==> config.mk <==
export PLATFORM = sky130hd
export DESIGN_NAME = rti_isqrt
export DESIGN_NICKNAME = d
export VERILOG_FILES = /design/src/rti_isqrt.sv
export SDC_FILE = /design/constraint.sdc
export NUM_CORES = 2
export LEC_CHECK = 0
export BUFFER_PORTS_ARGS = -buffer_cell sky130_fd_sc_hd__buf_2
export CORE_ASPECT_RATIO = 1.25
export CORE_MARGIN = 4
export CORE_UTILIZATION = 35
export DETAILED_ROUTE_END_ITERATION = 16
export GPL_TIMING_DRIVEN = 0
export PLACE_DENSITY_LB_ADDON = 0.08
export SETUP_SLACK_MARGIN = 0.2
export SLEW_MARGIN = 20
export SYNTH_ARGS = -nofsm -noshare
export SYNTH_HDL_FRONTEND = slang
export SYNTH_SLANG_ARGS = --single-unit
==> constraint.sdc <==
create_clock -name i_clk -period 4 [get_ports i_clk]
set_input_delay 0.8 -clock i_clk [delete_from_list [all_inputs] [get_ports i_clk]]
set_output_delay 0.8 -clock i_clk [all_outputs]
set_load 0.005 [all_outputs]
==> src/rti_isqrt.sv <==
// ----------------------------------------------------------------------------
// rti_isqrt
// Pipelined integer square root, floor(sqrt(x)), one root bit a stage.
// ----------------------------------------------------------------------------
module rti_isqrt #(
    parameter int WR = 31
) (
    input  logic              i_clk,
    input  logic              i_en,
    input  logic [2*WR-1:0]   i_rad,
    output logic [WR-1:0]     o_root
);

    logic [2*WR-1:0] r_rem  [WR];
    logic [WR-1:0]   r_root [WR];

    genvar k;
    generate
        for (k = 0; k < WR; k++) begin : g_stg
            localparam int B = WR - 1 - k;
            logic [2*WR-1:0] w_rem;
            logic [WR-1:0]   w_root;
            logic [2*WR:0]   w_trial;
            logic [2*WR:0]   w_dif;
            logic            w_ge;

            if (k == 0) begin : g_first
                assign w_rem  = i_rad;
                assign w_root = '0;
            end else begin : g_next
                assign w_rem  = r_rem[k-1];
                assign w_root = r_root[k-1];
            end

            // (m + 2^B)^2 - m^2 = m * 2^(B+1) + 2^(2B)
            assign w_trial = ((2*WR+1)'(w_root) << (B + 1)) | ((2*WR+1)'(1) << (2 * B));
            assign w_dif   = {1'b0, w_rem} - w_trial;
            assign w_ge    = ({1'b0, w_rem} >= w_trial);

            always_ff @(posedge i_clk) begin
                if (i_en) begin
                    r_rem[k]  <= w_ge ? w_dif[2*WR-1:0] : w_rem;
                    r_root[k] <= w_root | (WR'(w_ge) << B);
                end
            end
        end
    endgenerate

    assign o_root = r_root[WR-1];

endmodule

==> impl_results.md <==
- Number of remaining DRC errors: 0
- Failing checks: negative setup slack
- P_leak: 49.48 nW
- Worst path slowest cell: or4_1
- Status: finished with violations
- Worst EP required: 4550 ps
- Post-synthesis xor/xnor area fraction: 6.345%
- Hold Path Class: in2reg
- CP max FO: 8
- Fin crit share: 102.9%
- Worst slack, placed: -2363 ps
- Worst path most repeated cell: or4_1
- Die Ht: 643.4 um
- Post-Synth Simple-Gate Area: 12.02%
- Measured slew at the worst slew-check pin: 1137 ps
- Commonest cells post-synth: edfxtp_1, inv_1, nor2_1
- Fillers: 30.08k
- DP HPWL: 248,900 um
- Number of max-cap violations: 0
- ANT nets after route: 0
- Vias post-DR: 72.79k
- DIE AREA: 332,200 um^2
- WL per Instance: 23.30 um
- Port buffer count: 94
- Syn_nets: 9,552
- CTS Buf Count: 272
- FF+latch count, synth: 2,356
- YS warnings: 0
- Final Slew Violations: 0
- Top cells by area, synth: edfxtp_1, ha_1, xnor2_1
- WHS Path Cells: 1
- Core area: 321,800 um^2
- DR vias/cell: 5.211
- CTS tree: built
- Top cell type by total area after synthesis: edfxtp_1
- Final cell count without fillers: 13.97k
- Pwr Total: 74.87 mW
- Area growth, synth to finish: 17.68%
- Layout Skew: 86.66 ps
- Buf/Inv on CP: 2
- Width of the die: 516.4 um
- Instance count on the critical path: 11
- Post-Route WL: 325,400 um
- H-tree Lvls: 5
- Post-CTS Hold Buffers: 0
- Post-route setup slack: -116.1 ps
- Register area share after synthesis: 62.58%
- Placed cells: 13.32k
- Total track usage: 19.12%
- CP delay by family, top: simple AND/OR/NAND/NOR gates
- Post-layout nets: 10.13k
- Largest family of logic cells by synthesized area: simple AND/OR/NAND/NOR gates
- Total iterations of the first detailed-routing run: 6
- Critical Path Source Type: register
- Setup tns final: -377.6 ps
- Grt ovf: 0
- Fraction of layout cells with a size suffix above 1: 13.39%
- Cell with the most instances after synthesis: edfxtp_1
- Final hold vios: 0
- Asr flop ratio synth: 0%
- FMAX: 242.9 MHz
- Post-synthesis adder-cell area fraction: 5.810%
- Clk slew on worst S/H paths: 60 ps
- Top-Level Pins: 95
- Vias in the first global route: 75.71k
- Global-route wire length before repair: 481,000 um
- Slew headroom: 23.51%
- Initial Util: 35.13%
- Mux share of post-synthesis cell area: 0.9263%
- DR iter-0 viols: 4,831
- Pwr Density: 562.7 nW/um^2
- Max IR drop VDD: 0.3114 mV
- CP max stage delay: 550 ps
- Yosys top cell area share: 62.58%
- Arr. time, crit path: 4660 ps
- Root Driver: clkbuf_16
- Crit-path cells: or4_1, clkbuf_1, or4_1, nor2_1, nand2_1, o211ai_1, buf_4, a31oi_4, a311o_2, or4b_1, xnor2_1
- Gpl congestion: 0.9099
- Synth Area in Compound Gates: 9.440%
- Mean post-synth cell area: 12.61 um^2
- Min cycle time layout: 4116 ps
- CTS sink cnt: 2,356
- R2R cell count: 11
- Clk_lat worst skew: 860 ps
- Initial antenna violation count: 13
- Final setup violation count: 6
- Post-synthesis instance area: 113,100 um^2
- Main synth FF type: edfxtp_1
- CP Class: reg2reg
- Crit. End Element: register
- RSZ-0062 raised after global routing: yes
- Row cnt: 233
- Distinct cells, synth: 95
- Number of enable flip-flop cells after synthesis: 2,356
- Clock buffer depth: 4
- Cells after Synth: 8,963
- Largest net degree at the start of global routing: 148
[worst paths after layout]
kind,from,endpoint,slack (ps)
worst max-delay path,r_rem[1][476]$_DFFE_PP_,r_rem[1][546]$_DFFE_PP_,-120
worst min-delay path,i_rad[52],r_rem[0][52]$_DFFE_PP_,140
worst max register to register,r_rem[1][476]$_DFFE_PP_,r_rem[1][546]$_DFFE_PP_,-120
worst min register to register,r_rem[0][948]$_DFFE_PP_,r_rem[1][18]$_DFFE_PP_,430
[timing repair]
item | 4_1_cts | 5_1_grt
gates resized for setup | 516 | 307
endpoints found under the setup margin | 814 | 636
hold endpoints to repair | 0 | 0
buffers inserted | 103 | 66
gates cloned | 4 | 6
pin swaps | 104 | 128
[per-stage QoR]
stage,hold WS [ps],utilization [%],area [um^2]
finish,142.1,41.34,133100
global placement,425.1,36.92,118800
detailed placement,426.8,37.16,119600
floorplan,416.6,-,113100
CTS,40.29,40.72,131100
global route,60.46,41.34,133000
[worst register-to-register path, stage by stage (launching register included)]
cell,delay (ps)
edfxtp_1,520
or4_1,550
clkbuf_1,230
or4_1,510
nor2_1,170
nand2_1,290
o211ai_1,270
buf_4,160
a31oi_4,40
a311o_2,460
or4b_1,550
xnor2_1,140
[cell families after synthesis]
| group | Yosys count |
|---|---|
| adder cells (fa/ha/maj) | 525 |
| AND/OR/NAND/NOR | 2617 |
| buffers and inverters | 840 |
| AO/OA/AOI/OAI | 1713 |
| flip-flops | 2356 |
| multiplexers | 93 |
| XOR/XNOR | 819 |
[metal layers]
metal	global-route usage (%)	share of wire (%)
met4	7.247	4.5
met1	20.22	36
met2	37.92	56
met3	2.324	3.2
met5	0	0.0040
[flip-flops by register name, summed over array words and instances, names as in the netlist]
signal,flops
r_rem,1860
r_root,496
[report_power, final]
part	switching [mW]	internal, mW	leakage, nW
combinational	10.1	7.20	22.8
sequential	2.66	31.4	22.7
clock	9.96	13.6	4.00
[area by class of cell]
| class | instances | area (um^2) | share of cell area (%) |
|---|---|---|---|
| Sequential cell | 2356 | 70750 | 53.17 |
| Multi-Input combinational cell | 5767 | 42020 | 31.58 |
| Clock buffer | 339 | 7207 | 5.417 |
| Tap cell | 4230 | 5293 | 3.978 |
| Timing Repair Buffer | 303 | 2867 | 2.154 |
| Inverter | 647 | 2469 | 1.855 |
| Buffer | 192 | 1416 | 1.065 |
| Clock inverter | 128 | 1022 | 0.7683 |
| Antenna cell | 6 | 15.01 | 0.01128 |
[cell usage in the layout (no fill, tap or decap), types with 29 or more instances in the layout]
master     Yosys  routed
a211oi_1      58      47
a21o_1       221     220
a21oi_1      541     513
a31oi_1       54      45
and2_1        30      29
and3_1        34      34
buf_2         13     109
buf_4          4     139
buf_6          8      43
clkbuf_1     152     137
clkbuf_16      0     291
clkbuf_2       2      34
clkinv_1       2      49
clkinv_2       0      39
edfxtp_1    2356    2356
ha_1         525     489
ha_4           0      30
inv_1        642     638
mux2_2        76      66
nand2_1      558     539
nand2b_1     101     100
nand3_1      141     130
nand4_1      146     146
nor2_1       593     577
nor2b_1       71      69
nor3_1       224     191
nor4_1       316     251
nor4_2         1      37
nor4_4         0      29
nor4b_1       51      42
o211ai_1      41      41
o21a_1        82      81
o21ai_0      428     398
o21bai_1      36      36
o31ai_1       46      37
or2_2         43      42
or3_1         96      83
or4_1         74      57
xnor2_1      430     418
xor2_1       389     385
Power figures use the tool's default switching activity.
