$ cat config.mk
export PLATFORM = sky130hd
export DESIGN_NAME = rti_div
export DESIGN_NICKNAME = d
export VERILOG_FILES = /design/src/rti_div.sv
export SDC_FILE = /design/constraint.sdc
export NUM_CORES = 2
export LEC_CHECK = 0
export BUFFER_PORTS_ARGS = -buffer_cell sky130_fd_sc_hd__buf_2
export CORE_ASPECT_RATIO = 0.7
export CORE_MARGIN = 1
export CORE_UTILIZATION = 30
export DETAILED_ROUTE_END_ITERATION = 16
export GPL_TIMING_DRIVEN = 0
export HOLD_SLACK_MARGIN = 0.12
export SYNTH_ARGS = -nofsm -noshare
export SYNTH_HDL_FRONTEND = slang
export SYNTH_SLANG_ARGS = --single-unit
$ cat constraint.sdc
create_clock -name i_clk -period 9.9 [get_ports i_clk]
set_clock_uncertainty 0.1 [all_clocks]
set_input_delay 1.98 -clock i_clk [delete_from_list [all_inputs] [get_ports i_clk]]
set_output_delay 1.98 -clock i_clk [all_outputs]
set_load 0.01 [all_outputs]
$ cat src/rti_div.sv
// ----------------------------------------------------------------------------
// rti_div
// Pipelined restoring divider, one quotient bit a stage. The high part of the
// numerator above the quotient bits must be below the divisor.
// ----------------------------------------------------------------------------
module rti_div #(
    parameter int WN = 64,
    parameter int WD = 32,
    parameter int WQ = 32
) (
    input  logic          i_clk,
    input  logic          i_en,
    input  logic [WN-1:0] i_num,
    input  logic [WD-1:0] i_den,
    output logic [WQ-1:0] o_quo
);

    logic [WD-1:0] r_rem [WQ];
    logic [WQ-1:0] r_low [WQ];
    logic [WD-1:0] r_den [WQ];
    logic [WQ-1:0] r_quo [WQ];

    genvar k;
    generate
        for (k = 0; k < WQ; k++) begin : g_stg
            logic [WD-1:0] w_rem;
            logic [WQ-1:0] w_low;
            logic [WD-1:0] w_den;
            logic [WQ-1:0] w_quo;
            logic [WD:0]   w_try;
            logic [WD:0]   w_dif;
            logic          w_ge;

            if (k == 0) begin : g_first
                assign w_rem = WD'(i_num[WN-1:WQ]);
                assign w_low = i_num[WQ-1:0];
                assign w_den = i_den;
                assign w_quo = '0;
            end else begin : g_next
                assign w_rem = r_rem[k-1];
                assign w_low = r_low[k-1];
                assign w_den = r_den[k-1];
                assign w_quo = r_quo[k-1];
            end

            // bring down the next numerator bit and trial subtract
            assign w_try = {w_rem, w_low[WQ-1-k]};
            assign w_dif = w_try - {1'b0, w_den};
            assign w_ge  = (w_try >= {1'b0, w_den});

            always_ff @(posedge i_clk) begin
                if (i_en) begin
                    r_rem[k] <= w_ge ? w_dif[WD-1:0] : w_try[WD-1:0];
                    r_low[k] <= w_low;
                    r_den[k] <= w_den;
                    r_quo[k] <= {w_quo[WQ-2:0], w_ge};
                end
            end
        end
    endgenerate

    assign o_quo = r_quo[WQ-1];

endmodule

==> results.py <==
metrics = {
    "critical_path": {
        "slowest_delay_ns": 0.77,
        "worst_path_max_delay_cell": "clkbuf_1",
        "critPathArrivalTime_ns": 6.15,
        "startpoint_type": "flip-flop",
        "cp.required_ns": 10.46,
        "crit_path_max_fanout": 11,
        "path_class": "flip-flop to flip-flop",
        "cp_common_cell": "clkbuf_1",
        "crit_chain": "inv_1 -> ha_1 -> nor2b_1 -> o31a_1 -> o21ai_1 -> o311ai_0 -> or4_1 -> a31oi_1 -> nor2_1 -> o32ai_1 -> clkbuf_1 -> clkbuf_1 -> o21ai_0",
        "end_kind": "flip-flop",
    },
    "timing": {
        "fmax_ghz": 0.179,
        "setup_tns_ns": 0,
        "slew_headroom": 0.0614,
        "setup_violations": 0,
        "drv_slew": 0,
        "post-route-period-util": 0.564,
        "rsz0062_at_grt": "no",
        "hold_violations": 0,
        "tightest_slew_ns": 1.37,
        "period_needed_ns": 5.59,
    },
    "grt": {
        "antenna_found_initial": 20,
        "grt_use_total": 0.144,
        "grt_pass1_vias": 96200,
        "grt_max_degree": 179,
        "grt_overflow_total": 0,
        "grt_pass1_wl_um": 594000,
    },
    "final_layout": {
        "drive_gt1_frac": 0.0814,
        "final_common_cell": "edfxtp_1",
        "area_delta_synth_final_pct": 13.3,
        "final_cell_mix": "3008 x edfxtp_1, 1274 x inv_1, 1038 x a21oi_1, 1024 x ha_1, 968 x nand2_1",
        "stdcell_area_um2": 177000,
        "fillCellCount": 51600,
        "layout.nets": 14800,
        "fin_util": 0.342,
    },
    "power_and_ir_drop": {
        "ir_worst_vdd_mv": 0.173,
        "p_leak_nw": 69.4,
        "seq_power_share": 0.344,
        "p_sw_frac": 0.389,
        "p_per_area_nw_per_um2": 333,
        "clockPowerShare": 0.215,
        "p_comb_frac": 0.441,
        "p_switching_w": 0.0229,
        "p_int_w": 0.0361,
    },
    "clocking": {
        "ctsHoldBuffers": 0,
        "cts-root-buf": "clkbuf_16",
        "clock_latency_ns": 1.00,
        "cts_tree": "done",
        "clk_path_buf_depth": 4,
        "cts.repair.resized": 0,
        "cts.sinks": 3008,
        "post_cts.repair.setup_buffers": 0,
        "clk_pin_slew_ns": 0.06,
        "ctsHtreeMaxLevel": 5,
        "cts_buffers": 330,
    },
    "die": {
        "die_y_um": 606,
        "io_pins": 130,
        "die-area_um2": 524000,
        "core-area_um2": 518000,
        "initial_core_util": 0.301,
        "rows": 221,
        "dieWidth_um": 864,
    },
    "placement": {
        "port_buffers": 129,
        "place_congestion": 0.906,
        "dp_hpwl_um": 292000,
        "placed_cell_area_um2": 166000,
    },
    "synthesis": {
        "ys_types": 95,
        "syn-cell-area_um2": 156000,
        "synthArstFlopShare": 0,
        "synth_flop_cell": "edfxtp_1",
        "synth_fp_nets": 14300,
        "synth_area_per_cell_um2": 11.9,
        "yosys_warnings": 0,
        "yosys-top-cells-area": "edfxtp_1 58%, ha_1 8.2%, a21oi_1 3.3%",
        "synth-edff-count": 3008,
        "ys_seq_elements": 3008,
        "synth_top_area_share": 0.578,
        "ys_seq_area_frac": 0.578,
        "synth_cells": 13200,
        "yosys.area.top_type": "edfxtp_1",
    },
    "detailed_routing": {
        "vias": 103000,
        "drtAntennaViolNets": 0,
        "avgRoutedWirePerCell_um": 18.8,
        "first_pass_iters": 6,
        "met3WireLength_um": 32000,
        "routed.top_layer": "met5",
        "drt-met1-wl_um": 198000,
        "wl_um": 392000,
        "dr.first_iter.drc_count": 10600,
        "via_per_inst": 4.94,
        "drc": 0,
        "met2WireLength_um": 154000,
    },
    "run": {
        "cap_violations": 0,
    },
    "outcome": {
        "outcome": "finished, final reports clean",
    },
    "min_path": {
        "hp-class": "flip-flop to flip-flop",
    },
}
[state kept, by name, indices dropped and copies added, names as in the netlist]
register / count
r_low: 496
r_rem: 992
r_quo: 528
r_den: 992
[synth_stat cells, types with 31 or more instances]
master / count
a211oi_1: 84
a21boi_0: 36
a21o_1: 529
a21oi_1: 1038
a31o_2: 32
a31oi_1: 110
and2_1: 38
and3_1: 117
clkbuf_1: 264
edfxtp_1: 3008
fa_1: 31
ha_1: 1024
inv_1: 1274
mux2_2: 330
nand2_1: 968
nand2b_1: 116
nand3_1: 210
nand4_1: 173
nor2_1: 702
nor2b_1: 176
nor3_1: 164
nor4_1: 40
o211ai_1: 43
o21a_1: 172
o21ai_0: 890
o21ai_1: 40
o21bai_1: 109
o31a_1: 50
o31ai_1: 70
or3_1: 36
xnor2_1: 430
xor2_1: 374
[power by group through the flow]
stage	Sequential [W]	Combinational, W	Clock, W
floorplan	0.0195	0.0188	0
global placement	0.0218	0.0254	0
detailed placement	0.0206	0.0255	0
CTS	0.0203	0.0257	0.0132
global route	0.0206	0.0288	0.0136
finish	0.0203	0.0260	0.0127
[per-stage QoR]
| step | setup slack, ns | std cells | power [W] | hold slack (ns) |
|---|---|---|---|---|
| 6_report | 4.31 | 20900 | 0.0590 | 0.261 |
| 3_3_place_gp | -44.04 | 20200 | 0.0472 | 0.301 |
| 4_1_cts | 4.46 | 20800 | 0.0592 | 0.259 |
| 3_5_place_dp | 3.39 | 20200 | 0.0461 | 0.305 |
| 5_1_grt | 4.12 | 20800 | 0.0630 | 0.286 |
| 2_1_floorplan | 5.37 | 13200 | 0.0384 | 0.300 |
[worst max-delay path, delay by kind of cell, from the launching register on]
family                     cells  cell delay (ns)
AOI/OAI and AO/OA              6             2.08
adders and majority gates      1             0.19
buffers and inverters          3             1.50
DFF                            1             0.55
and+or+nand+nor                3             0.80
[routing by layer]
layer  global-route usage  up-vias
met3               0.0317      490
met4               0.0291       12
met5                    0        -
met1                0.229    49700
met2                0.198     3037
li1                     -    49700
[area by class of cell]
cell class / instances / area, µm² / share of cell area
sequential: 3008 / 90300 / 0.510
multi-input combinational: 8580 / 59800 / 0.338
tap: 6913 / 8650 / 0.0489
clock buffer: 369 / 8550 / 0.0483
inverter: 1274 / 4780 / 0.0270
clock inverter: 241 / 2440 / 0.0138
buffer: 312 / 1250 / 0.00707
timing repair buffer: 148 / 1180 / 0.00669
antenna: 8 / 20.0 / 0.000113
[worst paths after layout]
kind	from	end	slack (ns)	cells after the start
worst min-delay path	r_quo[1][457]	r_quo[1][490]	0.26	0
worst min register to register	r_quo[1][457]	r_quo[1][490]	0.26	0
worst max register to register	r_low[0][309]	r_rem[0][320]	4.31	13
worst max-delay path	r_low[0][309]	r_rem[0][320]	4.31	13
[kinds of logic (layout without fill, tap and decap cells)]
| family | count (synthesis) | in the layout | synth area share |
|---|---|---|---|
| XOR/XNOR | 804 | 804 | 0.0451 |
| AO/OA/AOI/OAI | 3491 | 3491 | 0.140 |
| adder cells (fa/ha/maj) | 1055 | 1055 | 0.0860 |
| flip-flops | 3008 | 3008 | 0.578 |
| buffers and inverters | 1586 | 2344 | 0.0386 |
| AND/OR/NAND/NOR | 2867 | 2867 | 0.0863 |
| other | 0 | 8 | 0 |
| multiplexers | 363 | 363 | 0.0260 |
Power figures use the tool's default switching activity.
